<file path="config.mk">
export PLATFORM = sky130hd
export DESIGN_NAME = pidtr_clamp
export DESIGN_NICKNAME = d
export VERILOG_FILES = /design/src/rtl/core/pidtr_pkg.sv /design/src/rtl/core/pidtr_clamp.sv
export SDC_FILE = /design/constraint.sdc
export NUM_CORES = 1
export LEC_CHECK = 0
export BUFFER_PORTS_ARGS = -buffer_cell sky130_fd_sc_hd__buf_2
export CORE_UTILIZATION = 63
export CTS_BUF_LIST = sky130_fd_sc_hd__clkbuf_8
export DETAILED_ROUTE_END_ITERATION = 6
export HOLD_SLACK_MARGIN = 0.12
export PLACE_DENSITY = 0.88
export REMOVE_ABC_BUFFERS = 1
export SETUP_SLACK_MARGIN = 0.3
export SLEW_MARGIN = 0
export SYNTH_ARGS = -nofsm -noshare
export SYNTH_HDL_FRONTEND = slang
export SYNTH_SLANG_ARGS = --single-unit
export TNS_END_PERCENT = 5
</file>
<file path="constraint.sdc">
create_clock -name clock -period 12.8 [get_ports clock]
set_input_delay 3.2 -clock clock [delete_from_list [all_inputs] [get_ports clock]]
set_output_delay 3.2 -clock clock [all_outputs]
set_load 0.01 [all_outputs]
</file>
<file path="src/rtl/core/pidtr_pkg.sv">
// pidtr_pkg: shared widths, reset values, register indexes and stage control type
// for the pid torque regulator core; no dependencies
package pidtr_pkg;

   // default parameter values
   localparam int SAMPLE_WIDTH_DEF    = 16;
   localparam int GAIN_FRAC_BITS_DEF  = 16;

   // fixed formats
   localparam int SAMPLE_FRAC         = 4;
   localparam int GAIN_WIDTH          = 32;
   localparam int ERROR_SUM_WIDTH     = 32;
   localparam int DEAD_BAND_WIDTH     = 15;
   localparam int LIMIT_WIDTH         = 16;
   localparam int DUTY_WIDTH          = 16;
   localparam int DRIVE_WIDTH         = 17;
   localparam int CSR_INDEX_WIDTH     = 3;
   localparam int CSR_DATA_WIDTH      = 32;
   localparam int RSP_TDATA_WIDTH     = 40;

   // register reset values
   localparam logic [DEAD_BAND_WIDTH-1:0] DEAD_BAND_RESET = 15'd13;
   localparam logic [LIMIT_WIDTH-1:0]     LIMIT_RESET     = 16'd499;

   // configuration register indexes
   typedef enum logic [CSR_INDEX_WIDTH-1:0] {
      CSR_PROP_GAIN     = 3'd0,
      CSR_INTEGRAL_GAIN = 3'd1,
      CSR_DERIV_GAIN    = 3'd2,
      CSR_DEAD_BAND     = 3'd3,
      CSR_OUTPUT_LIMIT  = 3'd4
   } csr_index_type;

   // control carried alongside each item through the stages
   typedef struct packed {
      logic valid;
      logic direction_flag;
      logic direction_toggled;
   } pidtr_ctrl_type;

endpackage

</file>
<file path="src/rtl/core/pidtr_clamp.sv">
// pidtr_clamp: sum of the three terms, clamp to the limit, truncation and the
// result register; depends on pidtr_pkg
module pidtr_clamp #(
   parameter int SAMPLE_WIDTH   = pidtr_pkg::SAMPLE_WIDTH_DEF,
   parameter int GAIN_FRAC_BITS = pidtr_pkg::GAIN_FRAC_BITS_DEF
) (
   input  logic                                         clock,
   input  logic                                         reset,
   input  logic                                         advance,
   input  pidtr_pkg::pidtr_ctrl_type                    ctrl_in,
   input  logic signed [pidtr_pkg::GAIN_WIDTH+SAMPLE_WIDTH:0] p_term,
   input  logic signed [pidtr_pkg::GAIN_WIDTH+pidtr_pkg::ERROR_SUM_WIDTH-1:0] i_term,
   input  logic signed [pidtr_pkg::GAIN_WIDTH+SAMPLE_WIDTH:0] d_term,
   input  logic [pidtr_pkg::LIMIT_WIDTH-1:0]            output_limit,
   output logic                                         out_valid,
   output logic [pidtr_pkg::DUTY_WIDTH-1:0]             duty,
   output logic signed [pidtr_pkg::DRIVE_WIDTH-1:0]     drive_value,
   output logic                                         direction_flag,
   output logic                                         direction_toggled
);

   localparam int PD_W  = pidtr_pkg::GAIN_WIDTH + SAMPLE_WIDTH + 1;
   localparam int I_W   = pidtr_pkg::GAIN_WIDTH + pidtr_pkg::ERROR_SUM_WIDTH;
   localparam int ACC_W = ((PD_W > I_W) ? PD_W : I_W) + 2;
   localparam int FRAC  = GAIN_FRAC_BITS + pidtr_pkg::SAMPLE_FRAC;
   localparam int DW    = pidtr_pkg::DUTY_WIDTH;
   localparam int VW    = pidtr_pkg::DRIVE_WIDTH;

   pidtr_pkg::pidtr_ctrl_type ctrl_ff;
   logic signed [ACC_W-1:0]   sum_ff;
   logic signed [ACC_W-1:0]   sum_in;

   logic                      neg;
   logic [ACC_W-1:0]          mag;
   logic [ACC_W-1:0]          limit_fixed;
   logic                      big;
   logic [DW-1:0]             imag;
   logic [VW-1:0]             drive_in;

   logic                      valid_ff;
   logic [DW-1:0]             duty_ff;
   logic [VW-1:0]             drive_ff;
   logic                      flag_ff;
   logic                      toggled_ff;

   // exact sum of the terms
   assign sum_in = ACC_W'(p_term) + ACC_W'(i_term) + ACC_W'(d_term);

   always_ff @(posedge clock) begin
      if (reset) begin
         ctrl_ff <= '0;
      end else if (advance) begin
         ctrl_ff <= ctrl_in;
      end
   end

   always_ff @(posedge clock) begin
      if (advance) begin
         sum_ff <= sum_in;
      end
   end

   // clamp on the magnitude, truncation toward zero
   always_comb begin
      neg         = sum_ff[ACC_W-1];
      mag         = neg ? ACC_W'(-sum_ff) : ACC_W'(sum_ff);
      limit_fixed = ACC_W'(output_limit) << FRAC;
      big         = mag >= limit_fixed;
      imag        = big ? output_limit : mag[FRAC +: DW];
      drive_in    = neg ? VW'(-{1'b0, imag}) : {1'b0, imag};
   end

   // result register
   always_ff @(posedge clock) begin
      if (reset) begin
         valid_ff <= 1'b0;
      end else if (advance) begin
         valid_ff <= ctrl_ff.valid;
      end
   end

   always_ff @(posedge clock) begin
      if (advance) begin
         duty_ff    <= imag;
         drive_ff   <= drive_in;
         flag_ff    <= ctrl_ff.direction_flag;
         toggled_ff <= ctrl_ff.direction_toggled;
      end
   end

   assign out_valid         = valid_ff;
   assign duty              = duty_ff;
   assign drive_value       = drive_ff;
   assign direction_flag    = flag_ff;
   assign direction_toggled = toggled_ff;

endmodule

</file>
==> run summary <==
Antenna diodes: 0
Post-synthesis compound-gate area fraction: 20.47%
Die width: 134.1 µm
Final Cycle Share: 62.31%
IO Count: 220
Post-CTS sizing: 0
Clock skew: 0.01583 ns
Worst endpoint data arrival time: 8.10 ns
Commonest cells after routing, fill and taps aside: 218 x buf_2, 100 x edfxtp_1, 81 x a21oi_1, 81 x ha_1, 80 x nor2_1
Hold_buf cts: 0
Clock tree sinks: 104
Drt pass-1 iters: 5
Post-Synth Simple-Gate Area: 18.90%
CP max stage cell: or4_1
Final setup vio count: 0
First-pass GRT wire length: 47,140 µm
Commonest non-fill, non-tap cell in the layout: buf_2
Clock latency on the worst-skew pair: 0.38 ns
#FFs+latches synth: 104
CTS buffer count: 9
Net count, final: 1,701
Routed vias: 10,510
Top_reg_cell synth: edfxtp_1
DRC errors left: 0
Max Root-Sink Buffers: 2
Slew Viols, Final: 0
Core Rows: 47
Die footprint: 17,980 µm²
Cell Pwr Density: 129.8 nW/µm²
Status: completed
Net Sw Power: 0.6972 mW
Postcts setup bufs: 0
Gp weighted congestion: 0.9868
Multiplexer share of the synthesized area: 1.388%
Leak Pwr: 5.020 nW
Synth cell types: 76
Ratio of cells with drive above 1 in the final layout: 18.90%
Initial DRC Count: 990
Mapped Avg Cell Area: 9.365 µm²
Antenna violation net count after detailed routing: 0
Sequential area share after synthesis: 28.04%
Total power: 1.614 mW
Final design utilization: 73.98%
Routed len/inst: 18.28 µm
Register clock-pin slew on the reported worst setup and hold paths: 0.10 ns
Fmax: 125.4 MHz
CTS Root Buffer Type: clkbuf_8
Buf+Inv Stages, Crit Path: 2
Slew @ Worst Pin: 0.7577 ns
Largest family of logic cells by synthesized area: adder cells
Vias in the first global route: 9,746
Setup crit end kind: flip-flop
Total track usage: 32.60%
Adder-cell area share of the yosys netlist: 21.05%
Int Pwr: 0.9173 mW
Initial Util: 65.37%
Ys Warns: 0
Routed wire length: 29,170 µm
Largest net degree at the start of global routing: 67
Final setup TNS: 0 ns
DIE HEIGHT: 134.1 µm
Sequential Power Share: 36.8%
Maximum VDD drop: 76.78 µV
Min-delay worst type: reg -> reg
Synth async-reset ratio: 0%
Clock Power Share: 12.2%
Min Tclk post-route: 7.975 ns
Initial antenna violation count: 0
CTS H-tree depth: 3
CTS tree: built
Family with the most delay on the worst path: simple AND/OR/NAND/NOR gates
HPWL after DPL: 23,420 µm
Worst path max stage delay: 0.79 ns
Syn Inst Count: 1,174
Post-synth EDFFs: 100
Sw frac: 43.18%
Max-cap violations: 0
RSZ-0062 raised after global routing: false
CP Class: in -> reg
Area Overhead vs Synth: 13.17%
Critical path cell sequence: buf_2 > inv_1 > ha_1 > a21oi_1 > nand2_1 > o22ai_1 > o221ai_1 > or4_1 > or4_4 > or4_1 > nor2_2 > a21oi_1 > ha_1 > nand2_1 > nor4_1 > o21ai_0 > o311ai_0 > xnor2_1
Gr ovfl total: 0
Req. time, crit path: 12.92 ns
Fin. Hold Viols: 0
Number of I/O port buffers: 219
Post-Synth XOR/XNOR Area: 6.851%
Combinational Power Share: 51.0%
Max-slew headroom: 49.33%
CP max FO: 15
Core ar.: 16,820 µm²
Synthesized area: 10,990 µm²
Critical path launch point type: input port
Via density per instance: 6.582
[routing by layer]
metal,vias to the layer above,share of wire (%),track usage (%)
met5,-,0,0
met4,0,1.5,7.990
met3,56,9.2,5.064
met2,601,46,52.39
met1,4950,43,46.36
li1,4898,-,-
[power groups by stage]
stage | sequential (mW) | clock, mW | combinational, mW
2_1_floorplan | 0.573 | 0 | 0.572
3_3_place_gp | 0.593 | 0 | 0.775
3_5_place_dp | 0.595 | 0 | 0.800
4_1_cts | 0.588 | 0.198 | 0.806
5_1_grt | 0.603 | 0.214 | 0.908
6_report | 0.595 | 0.197 | 0.823
[cell type report]
type | count | area, µm²
clock buffers | 11 | 151.4
inverters | 57 | 214.0
fillers | 1267 | 4377
repair buffers | 223 | 1129
clock inverters | 5 | 40.04
flip-flops and latches | 104 | 3083
well taps | 220 | 275.3
multi-input cells | 976 | 7550
[final timing paths]
kind / start / endpoint / slack, ns / depth (start not counted)
setup / recovery: output_limit[15] / drive_value[6] / 4.82 / 18
hold / removal: ctrl_ff[1] / direction_flag / 0.44 / 0
setup reg to reg: sum_ff[5] / drive_value[6] / 4.84 / 21
hold reg to reg: ctrl_ff[1] / direction_flag / 0.44 / 0
[state kept, by name, summed over array words and instances (netlist names)]
register,flops
ctrl_ff,3
direction_flag,1
direction_toggled,1
drive_value,16
duty,16
out_valid,1
sum_ff,66
[stage by stage]
stage	hold slack [ns]	area [µm²]	worst slack [ns]	instances
2_1_floorplan	0.4076	10850	5.278	1137
3_3_place_gp	0.4124	12250	4.767	1580
3_5_place_dp	0.4251	12250	4.586	1580
4_1_cts	0.4493	12440	4.985	1596
5_1_grt	0.4614	12440	4.501	1596
6_report	0.4425	12440	4.825	1596
[Yosys cell counts, types with 22 or more instances]
library cell / n / share of area (%)
nor3_1: 52 / 2.4
nor2_1: 80 / 2.7
clkbuf_1: 31 / 1.1
xnor2_1: 69 / 5.5
nand3_1: 44 / 2.0
o21ai_0: 51 / 2.3
edfxtp_1: 100 / 27
a31oi_1: 22 / 1.3
nor4_1: 26 / 1.5
inv_1: 57 / 1.9
a21o_1: 28 / 1.9
a21oi_1: 81 / 3.7
nand2_1: 64 / 2.2
fa_1: 65 / 12
nand4_1: 23 / 1.3
ha_1: 81 / 9.2
[logic make-up (layout without fill, tap and decap cells)]
family	after synthesis	count (layout)
DFF	104	104
and+or+nand+nor	393	393
AOI/OAI and AO/OA	336	336
buffers and inverters	94	296
xor gates and xnor gates	86	86
adders and majority gates	146	146
muxes	15	15
Note: power is estimated with default switching activity, not from simulation.
