==> config.mk <==
export PLATFORM = sky130hd
export DESIGN_NAME = pidtr_front
export DESIGN_NICKNAME = d
export VERILOG_FILES = /design/src/rtl/core/pidtr_pkg.sv /design/src/rtl/core/pidtr_front.sv
export SDC_FILE = /design/constraint.sdc
export NUM_CORES = 1
export LEC_CHECK = 0
export BUFFER_PORTS_ARGS = -buffer_cell sky130_fd_sc_hd__buf_4
export CAP_MARGIN = 10
export CORE_MARGIN = 4
export CORE_UTILIZATION = 63
export DETAILED_ROUTE_END_ITERATION = 10
export PLACE_DENSITY = 0.95
export REMOVE_ABC_BUFFERS = 1
export SLEW_MARGIN = 10
export SYNTH_ARGS = -nofsm -noshare
export SYNTH_HDL_FRONTEND = slang
export SYNTH_SLANG_ARGS = --single-unit
==> constraint.sdc <==
create_clock -name clock -period 11.3 [get_ports clock]
set_clock_uncertainty 0.15 [all_clocks]
set_input_delay 1.695 -clock clock [delete_from_list [all_inputs] [get_ports clock]]
set_output_delay 1.695 -clock clock [all_outputs]
set_load 0.01 [all_outputs]
==> src/rtl/core/pidtr_pkg.sv <==
// pidtr_pkg: shared widths, reset values, register indexes and stage control type
// for the pid torque regulator core; no dependencies
package pidtr_pkg;

   // default parameter values
   localparam int SAMPLE_WIDTH_DEF    = 16;
   localparam int GAIN_FRAC_BITS_DEF  = 16;

   // fixed formats
   localparam int SAMPLE_FRAC         = 4;
   localparam int GAIN_WIDTH          = 32;
   localparam int ERROR_SUM_WIDTH     = 32;
   localparam int DEAD_BAND_WIDTH     = 15;
   localparam int LIMIT_WIDTH         = 16;
   localparam int DUTY_WIDTH          = 16;
   localparam int DRIVE_WIDTH         = 17;
   localparam int CSR_INDEX_WIDTH     = 3;
   localparam int CSR_DATA_WIDTH      = 32;
   localparam int RSP_TDATA_WIDTH     = 40;

   // register reset values
   localparam logic [DEAD_BAND_WIDTH-1:0] DEAD_BAND_RESET = 15'd13;
   localparam logic [LIMIT_WIDTH-1:0]     LIMIT_RESET     = 16'd499;

   // configuration register indexes
   typedef enum logic [CSR_INDEX_WIDTH-1:0] {
      CSR_PROP_GAIN     = 3'd0,
      CSR_INTEGRAL_GAIN = 3'd1,
      CSR_DERIV_GAIN    = 3'd2,
      CSR_DEAD_BAND     = 3'd3,
      CSR_OUTPUT_LIMIT  = 3'd4
   } csr_index_type;

   // control carried alongside each item through the stages
   typedef struct packed {
      logic valid;
      logic direction_flag;
      logic direction_toggled;
   } pidtr_ctrl_type;

endpackage

==> src/rtl/core/pidtr_front.sv <==
// pidtr_front: input register, deadband error, saturating error sum, measurement
// delta and direction state; depends on pidtr_pkg
module pidtr_front #(
   parameter int SAMPLE_WIDTH = pidtr_pkg::SAMPLE_WIDTH_DEF
) (
   input  logic                                         clock,
   input  logic                                         reset,
   input  logic                                         advance,
   input  logic                                         in_valid,
   input  logic signed [SAMPLE_WIDTH-1:0]               reference,
   input  logic signed [SAMPLE_WIDTH-1:0]               measurement,
   input  logic                                         direction_request,
   input  logic                                         integral_on,
   input  logic                                         deriv_on,
   input  logic [pidtr_pkg::DEAD_BAND_WIDTH-1:0]        dead_band,
   input  logic                                         state_clear,
   output pidtr_pkg::pidtr_ctrl_type                    ctrl,
   output logic signed [SAMPLE_WIDTH:0]                 error,
   output logic signed [pidtr_pkg::ERROR_SUM_WIDTH-1:0] error_sum,
   output logic signed [SAMPLE_WIDTH:0]                 meas_delta
);

   localparam int ERR_W = SAMPLE_WIDTH + 1;
   localparam int CMP_W = (ERR_W > pidtr_pkg::DEAD_BAND_WIDTH) ? ERR_W
                                                                : pidtr_pkg::DEAD_BAND_WIDTH;
   localparam int ES_W  = pidtr_pkg::ERROR_SUM_WIDTH;
   localparam int SUM_W = ((ERR_W > ES_W) ? ERR_W : ES_W) + 1;
   localparam logic signed [SUM_W-1:0] ES_MAX = SUM_W'(32'sh7FFF_FFFF);
   localparam logic signed [SUM_W-1:0] ES_MIN = SUM_W'(32'sh8000_0000);

   // input register
   logic                           in_valid_ff;
   logic signed [SAMPLE_WIDTH-1:0] ref_ff;
   logic signed [SAMPLE_WIDTH-1:0] meas_ff;
   logic                           dir_req_ff;

   // state
   logic signed [ES_W-1:0]         error_sum_ff;
   logic signed [ES_W-1:0]         error_sum_in;
   logic signed [SAMPLE_WIDTH-1:0] prev_meas_ff;
   logic                           dir_state_ff;

   // stage outputs
   pidtr_pkg::pidtr_ctrl_type      ctrl_ff;
   pidtr_pkg::pidtr_ctrl_type      ctrl_in;
   logic signed [ERR_W-1:0]        err_ff;
   logic signed [ERR_W-1:0]        err_in;
   logic signed [ERR_W-1:0]        delta_ff;
   logic signed [ERR_W-1:0]        delta_in;

   logic signed [ERR_W-1:0]        raw_err;
   logic [ERR_W-1:0]               abs_err;
   logic                           in_band;
   logic signed [SUM_W-1:0]        sum_wide;
   logic                           step;
   logic                           toggle;

   // input register, loaded whenever the pipeline moves
   always_ff @(posedge clock) begin
      if (reset) begin
         in_valid_ff <= 1'b0;
      end else if (advance) begin
         in_valid_ff <= in_valid;
      end
   end

   always_ff @(posedge clock) begin
      if (advance) begin
         ref_ff     <= reference;
         meas_ff    <= measurement;
         dir_req_ff <= direction_request;
      end
   end

   // error with deadband
   always_comb begin
      raw_err = ERR_W'(ref_ff) - ERR_W'(meas_ff);
      abs_err = raw_err[ERR_W-1] ? ERR_W'(-raw_err) : ERR_W'(raw_err);
      in_band = CMP_W'(abs_err) <= CMP_W'(dead_band);
      err_in  = in_band ? '0 : raw_err;
   end

   // saturating running sum of the error
   always_comb begin
      sum_wide = SUM_W'(error_sum_ff) + SUM_W'(err_in);
      if (sum_wide > ES_MAX) begin
         error_sum_in = ES_MAX[ES_W-1:0];
      end else if (sum_wide < ES_MIN) begin
         error_sum_in = ES_MIN[ES_W-1:0];
      end else begin
         error_sum_in = sum_wide[ES_W-1:0];
      end
   end

   // direction flips when the request equals the present state
   always_comb begin
      step     = advance && in_valid_ff;
      toggle   = (dir_req_ff == dir_state_ff);
      delta_in = ERR_W'(prev_meas_ff) - ERR_W'(meas_ff);
      ctrl_in.valid             = in_valid_ff;
      ctrl_in.direction_flag    = toggle ? ~dir_state_ff : dir_state_ff;
      ctrl_in.direction_toggled = toggle;
   end

   // state update; any gain write clears the error sum and the previous measurement
   always_ff @(posedge clock) begin
      if (reset) begin
         error_sum_ff <= '0;
         prev_meas_ff <= '0;
         dir_state_ff <= 1'b1;
      end else begin
         if (state_clear) begin
            error_sum_ff <= '0;
            prev_meas_ff <= '0;
         end else if (step) begin
            if (integral_on) begin
               error_sum_ff <= error_sum_in;
            end
            if (deriv_on) begin
               prev_meas_ff <= meas_ff;
            end
         end
         if (step) begin
            dir_state_ff <= ctrl_in.direction_flag;
         end
      end
   end

   // stage register
   always_ff @(posedge clock) begin
      if (reset) begin
         ctrl_ff <= '0;
      end else if (advance) begin
         ctrl_ff <= ctrl_in;
      end
   end

   always_ff @(posedge clock) begin
      if (advance) begin
         err_ff   <= err_in;
         delta_ff <= delta_in;
      end
   end

   assign ctrl       = ctrl_ff;
   assign error      = err_ff;
   assign error_sum  = error_sum_ff;
   assign meas_delta = delta_ff;

endmodule

==> qor.yml, run 1 <==
synthesis:
  synth_seq_cells: 120
  synth-xor-area-share_pct: 5.068
  synthAdderAreaFrac_pct: 12.79
  synthMuxAreaShare_pct: 0.8748
  ys_seq_area_share_pct: 37.04
  synth_area_sq_um: 8295
  synth_compound_area_share_pct: 21.78
  synth.most_common_cell: "a21oi_1"
  synth_warnings: 0
  syn_inst: 944
  avgSynthCellArea_sq_um: 8.788
  synth-async-reset-ratio_pct: 0
  synth_top_family_by_area: "compound AO/OA/AOI/OAI gates"
  yosys.area_share.simple_pct: 18.34
  synth_top_area_share_pct: 24.25
  synth_ff_type: "edfxtp_1"
  synthDistinctLibCells: 69
  synth_edf_count: 67
  synthTopCellsByArea: "edfxtp_1 (24%), dfxtp_1 (13%), ha_1 (12%)"
  yosysTopAreaCell: "edfxtp_1"
  synth_commonest_cells: "a21oi_1 (107), nand2_1 (101), ha_1 (80), o21ai_0 (74), edfxtp_1 (67)"
pwr:
  powerDensity_nw_per_um2: 169.3
  internal_power_w: 0.001093
  switching_share_pct: 34.78
  p_comb_share_pct: 37.5
  power_leakage_nw: 4.408
  power_frac_seq_pct: 31.5
  p_sw_w: 0.0005827
  clockPowerShare_pct: 31.0
  vdd_ir_drop_max_v: 0.0001225
floorplanning:
  core_area_sq_um: 12770
  io_pins: 124
  dieArea_sq_um: 15070
  row_count: 41
  die_w_microns: 122.8
  die_h_microns: 122.8
  start_util_pct: 64.94
placement:
  dp_hpwl_microns: 15430
  port-buffer-count: 123
  dpl_cell_area_sq_um: 9339
  gp_congestion: 0.9258
  place_inst: 1213
  place_ws_ns: 2.491
drt:
  vias_per_cell: 6.254
  ant_nets: 0
  avgRoutedWirePerCell_microns: 17.71
  firstDrtPassIters: 5
  drc: 0
  first_iter_violations: 818
  routed_wl_microns: 22050
  vias: 7786
final_layout:
  antenna_cells: 0
  syn_to_final_growth_pct: 19.29
  design_area_sq_um: 9896
  nFillCells: 835
  layoutNonFillerInstCount: 1245
  ff_latch_area_sq_um: 3073
  drive_above_1_share_pct: 17.43
  nNetsFinal: 1198
  multi_input_area_sq_um: 4895
clock_network:
  cts-resized-gates: 0
  clk_latency_ns: 0.43
  hold_buffers: 0
  cts.clk_slew.worst_paths_ns: 0.05
  htreeDepth: 4
  cts_tree: "done"
  clockRootBuffer: "clkbuf_16"
  clock_path_buffers: 2
  cts_setup_buffers: 0
  cts.sinks: 120
  numCtsBuffers: 17
worst_setup_path:
  worst_ep_arrival_time_ns: 9.29
  end_kind: "register"
  cp_slowest_stage_delay_ns: 0.90
  slowest_stage: "mux2i_4"
  cp_max_fo: 31
  required_ns: 11.49
  worstSetupStartpointType: "register"
  critPathKind: "reg2reg"
timing:
  min_period_ns: 9.100
  setup_viol: 0
  fin_ws_ns: 2.200
  rsz0062_at_grt: "no"
  hold_viol_final: 0
  worstMarginPinSlew_ns: 1.147
  fin_crit_sh_pct: 80.53
  relSlewSlack_pct: 23.57
  slew_viol_final: 0
  fmax_mhz: 109.9
  tns_ns: 0
global_route:
  antenna_found_initial: 0
  grt_usage_pct: 29.60
  grt_pass1_vias: 7388
  grt_pass1_wl_microns: 35500
  grt_max_degree: 77
  overflow: 0
min_path:
  hp-class: "reg2reg"
run:
  cap_violations: 0
status:
  outcome: "complete, no violations"
-- stage by stage --
stage               hold slack (ns)  total power (W)  utilization (%)
floorplan                    0.2863        0.0009674                -
global placement             0.2942         0.001114            73.11
detailed placement           0.3027         0.001136            73.11
CTS                          0.3097         0.001661            77.47
global route                 0.3305         0.001758            77.47
finish                       0.3078         0.001675            77.47
-- final timing paths --
check	from	to	slack, ns	cells past startpoint
max	meas_ff[3]	error_sum[2]	2.20	29
min	prev_meas_ff[14]	prev_meas_ff[14]	0.31	2
max reg2reg	meas_ff[3]	error_sum[2]	2.20	29
min reg2reg	prev_meas_ff[14]	prev_meas_ff[14]	0.31	2
-- final cells by class --
type,instances,area share (%)
multi-input combinational,737,49.46
sequential,120,31.05
timing repair buffer,124,9.407
clock buffer,21,4.552
inverter,60,2.276
tap,172,2.175
clock inverter,11,1.075
-- metal layers --
layer / vias up / global-route usage (%) / share of wire [%]
li1: 3660 / - / -
met1: 3594 / 39.36 / 42
met2: 448 / 45.40 / 45
met3: 84 / 7.465 / 9.5
met4: 0 / 13.65 / 3.7
met5: - / 0 / 0
-- cell families after synthesis --
family,count (synthesis)
buffers and inverters,87
adders and majority gates,83
muxes,7
xor gates and xnor gates,48
and+or+nand+nor,308
AOI/OAI and AO/OA,291
DFF,120
-- flip-flops by register name, summed over array words and instances (netlist names) --
signal and flops:
ref_ff 16, prev_meas_ff 16, meas_delta 17, error_sum 32, dir_req_ff 1, meas_ff 16
dir_state_ff 1, error 17, ctrl 3, in_valid_ff 1
-- critical path, delay by kind of cell (launching register included) --
kind | cells | cell delay, ns
flops | 1 | 0.39
compound gates | 18 | 5.40
xor+xnor | 1 | 0.17
fa+ha+maj | 3 | 0.97
buf+inv | 1 | 0.10
simple gates | 5 | 0.92
mux | 1 | 0.90
-- power by group through the flow --
stage / Combinational [W] / Clock [W] / Sequential (W)
floorplan: 0.000424 / 0 / 0.000543
global placement: 0.000579 / 0 / 0.000535
detailed placement: 0.000600 / 0 / 0.000536
CTS: 0.000613 / 0.000521 / 0.000528
global route: 0.000685 / 0.000542 / 0.000530
finish: 0.000628 / 0.000520 / 0.000528
-- cell usage in the layout (no fill, tap or decap), types with 13 or more instances in the layout --
cell and instances:
xor2_1 15, nor2_1 61, clkbuf_16 17, xnor2_1 33
o21a_1 13, buf_4 124, o21ai_0 74, and3_1 13
inv_1 60, nand2b_1 17, a21o_1 21, nor3_1 18
nor2b_1 15, nand3_1 20, edfxtp_1 67, dfxtp_1 53
ha_1 80, nand2_1 101, a21oi_1 107
(Power assumes the default switching activity.)
==> run 2: changes to the inputs <==
Settings changed: CORE_UTILIZATION 63 to 58, PLACE_DENSITY 0.95 to 0.9.
Clock period 11.3 ns to 8.9 ns, I/O delays scaled along.
==> run 2 against run 1 <==
Net effect: clock power up 39%; critical path depth up 1; die area grew 8.0%; via count shrank 3.1%; global-route usage shrank 3.3 points; total power grew 30%; core utilization decreased by 5.9 points; flip-flop and latch count unchanged; clock-buffer cell count is 3 lower; first-iteration DRC count is 18% lower; worst hold slack improved by 0.0030 ns; fmax is 12% higher; largest cell class unchanged; largest power group unchanged; highest routed layer unchanged.
==> qor.yml, run 2 (synthesized netlist as in run 1, its figures left out) <==
worst_setup_path:
  end_kind: "register"
  worstSetupStartpointType: "register"
  reg2reg_depth: 30  # +3.4%
  slowest_stage: "a2111oi_0"
  regToRegStartpoint: "meas_ff[3]"
  required_ns: 9.10  # -2.39 ns
  critPathKind: "reg2reg"
  cp_slowest_stage_delay_ns: 0.53  # -0.37 ns
  crit_path_start: "meas_ff[3]"
  worst_ep_arrival_time_ns: 8.30  # -0.99 ns
  cp_max_fo: 17  # -45%
global_route:
  grt_use_met1_pct: 34.95  # -4.4 points
  grt_usage_pct: 26.30  # -3.3 points
  grt_pass1_wl_microns: 34650  # -2.4%
  grt_pass1_vias: 7289  # -1.3%
  use_met2_pct: 41.56  # -3.8 points
  antenna_found_initial: 0  # unchanged
  grt_max_degree: 77  # unchanged
  overflow: 0  # unchanged
  met3_usage_pct: 6.814  # -0.65 points
  grt_busiest_layer: "met2"
timing:
  fmax_mhz: 123.4  # +12%
  slew_viol_final: 0  # unchanged
  worstMarginPinSlew_ns: 1.127  # -0.01983 ns
  fin_crit_sh_pct: 91.06  # +11 points
  hold_viol_final: 0  # unchanged
  rsz0062_at_grt: "no"
  setup_viol: 0  # unchanged
  min_period_ns: 8.104  # -0.9954 ns
  relSlewSlack_pct: 24.89  # +1.3 points
  tns_ns: 0  # unchanged
drt:
  first_iter_violations: 672  # -18%
  vias: 7548  # -3.1%
  ant_nets: 0  # unchanged
  routed_wl_microns: 21670  # -1.7%
  firstDrtPassIters: 5  # unchanged
  vias_per_cell: 6.005  # -4.0%
  drc: 0  # unchanged
  avgRoutedWirePerCell_microns: 17.24  # -2.7%
placement:
  place_inst: 1225  # +0.99%
  gp_congestion: 0.9247  # -0.12%
  dp_hpwl_microns: 15590  # +1.0%
  port-buffer-count: 123  # unchanged
final_layout:
  layout_commonest_cell: "buf_4"
  antenna_cells: 0  # unchanged
  layoutNonFillerInstCount: 1257  # +0.96%
  nNetsFinal: 1202  # +0.33%
  drive_above_1_share_pct: 17.73  # +0.31 points
  final_cell_mix: "buf_4 (128), a21oi_1 (107), nand2_1 (101)"
  largest_register_ffs: 32  # unchanged
  syn_to_final_growth_pct: 20.30
floorplanning:
  die_h_microns: 127.6  # +3.9%
  row_count: 43  # +4.9%
  core_area_sq_um: 13930  # +9.1%
  start_util_pct: 59.53  # -5.4 points
  io_pins: 124  # unchanged
  die_w_microns: 127.6  # +3.9%
  dieArea_sq_um: 16280  # +8.0%
status:
  outcome: "complete, no violations"
pwr:
  p_sw_w: 0.0007424  # +27%
  power_frac_seq_pct: 30.7  # -0.8 points
  power_leakage_nw: 4.433  # +0.57%
  switching_share_pct: 34.05  # -0.73 points
  p_comb_share_pct: 36.1  # -1.4 points
  clockPowerShare_pct: 33.1  # +2.1 points
  internal_power_w: 0.001438  # +32%
  vdd_ir_drop_max_v: 0.0001638  # +34%
  powerDensity_nw_per_um2: 218.5  # +29%
clock_network:
  clk_latency_ns: 0.43  # about the same
  cts.sinks: 120  # unchanged
  clockRootBuffer: "clkbuf_16"
  cts.clk_slew.worst_paths_ns: 0.05  # about the same
  numCtsBuffers: 17  # unchanged
  htreeDepth: 4  # unchanged
  cts_tree: "done"
  clock_path_buffers: 2  # unchanged
min_path:
  hold_path_depth: 2  # unchanged
  min_from: "prev_meas_ff[2]"
  hp-class: "reg2reg"
run:
  cap_violations: 0  # unchanged
## run 2: what timing repair did
| item | in CTS | in global routing |
|---|---|---|
| resized for setup | 0 | 1 |
| endpoints found under the setup margin | 0 | 31 |
| endpoints found under the hold margin | 0 | 0 |
| hold buffers | 0 | 0 |
| buffers inserted | 0 | 0 |
## run 2: area by class of cell
type	instances	area [sq um]
Multi-Input combinational cell	737	4886
Fill cell	1010	3955
Sequential cell	120	3073
Timing Repair Buffer	128	960.9
Clock buffer	18	429.2
Inverter	60	225.2
Tap cell	180	225.2
Clock inverter	14	180.2
## run 2: final timing paths
path,endpoint,slack (ns)
min reg2reg,prev_meas_ff[2],0.31
max,error_sum[12],0.80
min,prev_meas_ff[2],0.31
max reg2reg,error_sum[12],0.80
## run 2: power by group through the flow
stage	registers, W	logic, W	clock network, W
floorplan	0.000690	0.000539	0
global placement	0.000680	0.000739	0
detailed placement	0.000680	0.000764	0
CTS	0.000670	0.000777	0.000722
global route	0.000674	0.000869	0.000749
finish	0.000670	0.000788	0.000723
## run 2: layer usage
metal | up-vias | share of wire [%]
met5 | - | 0
met4 | 0 | 2.6
met3 | 49 | 8.2
met2 | 326 | 46
met1 | 3502 | 43
li1 | 3671 | -
## run 2: stage by stage
step | area [sq um] | hold WS (ns) | utilization (%) | total power, W | setup WS (ns)
after global routing | 9980 | 0.3289 | 71.62 | 0.002291 | 0.07530
after global placement | 9370 | 0.2949 | 67.24 | 0.001419 | 1.223
final | 9980 | 0.3109 | 71.62 | 0.002180 | 0.7957
after floorplan | 8180 | 0.2863 | - | 0.001228 | 0.7834
after detailed placement | 9370 | 0.2991 | 67.24 | 0.001444 | 0.7760
after CTS | 9980 | 0.3062 | 71.62 | 0.002168 | 0.7201
## run 2: worst max-delay path: cells and delay by family, from the launching register on
kind	cells	cell delay, ns
AO/OA/AOI/OAI	18	4.98
adder cells (fa/ha/maj)	3	0.96
AND/OR/NAND/NOR	5	0.75
flip-flops	1	0.39
buffers and inverters	2	0.35
multiplexers	1	0.26
XOR/XNOR	1	0.15
==> run 3: changes to the inputs <==
Settings changed: CELL_PAD_IN_SITES_DETAIL_PLACEMENT set to 0, CELL_PAD_IN_SITES_GLOBAL_PLACEMENT set to 1, CORE_MARGIN 4 to unset, CORE_UTILIZATION 58 to 44, SKIP_CTS_REPAIR_TIMING set to 1.
==> run 3 against run 2 <==
Net effect: worst setup slack got worse by 0.080 ns; routed wire length decreased by 3.8%; critical path depth increased by 1; core utilization decreased by 16 points; worst hold slack got worse by 0.0040 ns; register-to-register slack got worse by 0.08 ns; sequential share of layout area decreased by 0.37 points; largest cell class unchanged; largest power group unchanged.
==> qor.yml, run 3 (synthesized netlist as in run 1, its figures left out) <==
timing:
  min_period_ns: 8.185  # +0.08033 ns
  rsz0062_at_grt: "no"
  setup_viol: 0  # unchanged
  relSlewSlack_pct: 38.09  # +13 points
  fin_crit_sh_pct: 91.96  # +0.90 points
  hold_viol_final: 0  # unchanged
  fmax_mhz: 122.2  # -0.98%
  slew_viol_final: 0  # unchanged
  tns_ns: 0  # unchanged
  worstMarginPinSlew_ns: 0.9286  # -0.1981 ns
  fin_ws_ns: 0.7154  # -0.08033 ns
final_layout:
  layoutNonFillerInstCount: 1309  # +4.1%
  ff_latch_area_sq_um: 3073  # unchanged
  antenna_cells: 0  # unchanged
  drive_above_1_share_pct: 17.96  # +0.23 points
  layout_commonest_cell: "buf_4"
  largest_register_ffs: 32  # unchanged
  multi_input_area_sq_um: 4887  # about the same
  nNetsFinal: 1206  # +0.33%
  syn_to_final_growth_pct: 21.78
  nFillCells: 1642  # +63%
  final_cell_mix: "buf_4 (131), a21oi_1 (107), nand2_1 (101)"
pwr:
  total_power_w: 0.002194  # +0.62%
  power_leakage_nw: 4.475  # +0.93%
  vdd_ir_drop_max_v: 0.0001755  # +7.1%
  powerDensity_nw_per_um2: 217.1  # -0.60%
drt:
  firstDrtPassIters: 5  # unchanged
  vias_per_cell: 5.539  # -7.8%
  vias: 7251  # -3.9%
  routed_wl_microns: 20840  # -3.8%
  first_iter_violations: 552  # -18%
  drc: 0  # unchanged
  ant_nets: 0  # unchanged
  avgRoutedWirePerCell_microns: 15.92  # -7.6%
placement:
  port-buffer-count: 123  # unchanged
  gp_congestion: 0.8925  # -3.5%
  place_ws_ns: 0.5859  # -0.1901 ns
  dp_hpwl_microns: 15740  # +0.97%
  place_inst: 1278  # +4.3%
clock_network:
  numCtsBuffers: 17  # unchanged
  clockRootBuffer: "clkbuf_16"
  clk_latency_ns: 0.42  # about the same
  cts.sinks: 120  # unchanged
  cts_tree: "done"
  htreeDepth: 4  # unchanged
  clock_path_buffers: 2  # unchanged
  cts.clk_slew.worst_paths_ns: 0.06  # about the same
worst_setup_path:
  worst_ep_arrival_time_ns: 8.38  # +0.08 ns
  slowest_stage: "a2111o_1"
  end_kind: "register"
  cp_max_fo: 19  # +2
  crit_top_cell: "a21oi_1"
  worstSetupStartpointType: "register"
  critPathKind: "reg2reg"
  required_ns: 9.09  # about the same
  cp_slowest_stage_delay_ns: 0.50  # -0.03 ns
min_path:
  hp-class: "reg2reg"
global_route:
  grt_pass1_wl_microns: 33390  # -3.6%
  grt_max_degree: 71  # -7.8%
  antenna_found_initial: 0  # unchanged
  grt_usage_pct: 21.67  # -4.6 points
  overflow: 0  # unchanged
  grt_pass1_vias: 6679  # -8.4%
floorplanning:
  row_count: 49  # +14%
  start_util_pct: 45.56  # -14 points
  io_pins: 124  # unchanged
  die_w_microns: 139.3  # +9.2%
  dieArea_sq_um: 19410  # +19%
  core_area_sq_um: 18210  # +31%
  die_h_microns: 139.3  # +9.2%
status:
  outcome: "complete, no violations"
run:
  cap_violations: 0  # unchanged
run 3: path summary, 6_finish.rpt:
path | start | endpoint | slack, ns | depth (start not counted)
worst max-delay path | meas_ff[0] | error_sum[20] | 0.72 | 31
worst min-delay path | prev_meas_ff[15] | prev_meas_ff[15] | 0.31 | 2
worst max register to register | meas_ff[0] | error_sum[20] | 0.72 | 31
worst min register to register | prev_meas_ff[15] | prev_meas_ff[15] | 0.31 | 2
run 3: stage by stage:
| step | utilization, % | cell area [sq um] | hold WS, ns |
|---|---|---|---|
| after floorplan | - | 8180 | 0.2863 |
| after global placement | 52.03 | 9474 | 0.2957 |
| after detailed placement | 52.03 | 9474 | 0.3016 |
| after CTS | 55.47 | 10100 | 0.3087 |
| after global routing | 55.48 | 10100 | 0.3256 |
| final | 55.48 | 10100 | 0.3069 |
run 3: critical path: cells and delay by family (launching register included):
kind                     cells  cell delay [ns]
buffers and inverters        1             0.25
multiplexers                 1             0.33
AO/OA/AOI/OAI               16             4.21
AND/OR/NAND/NOR              7             1.06
flip-flops                   1             0.41
adder cells (fa/ha/maj)      4             1.25
XOR/XNOR                     2             0.41
run 3: power breakdown:
group          internal (W)  switching, W
clock network      0.000500      0.000246
logic              0.000330      0.000446
registers          0.000648     0.0000236
total               0.00148      0.000716
run 3: routing by layer:
metal / global-route usage [%] / up-vias / routed length (microns)
li1: - / 3674 / -
met1: 30.62 / 3385 / 10390
met2: 32.69 / 168 / 9098
met3: 5.127 / 24 / 1068
met4: 6.433 / 0 / 284
met5: 0 / - / 0
run 3: area by class of cell:
cell class                      count  area share (%)
Inverter                           60           2.229
Clock buffer                       21           4.459
Tap cell                          229           2.836
Clock inverter                     10           1.746
Sequential cell                   120           30.42
Timing Repair Buffer              132           9.933
Multi-Input combinational cell    737           48.38
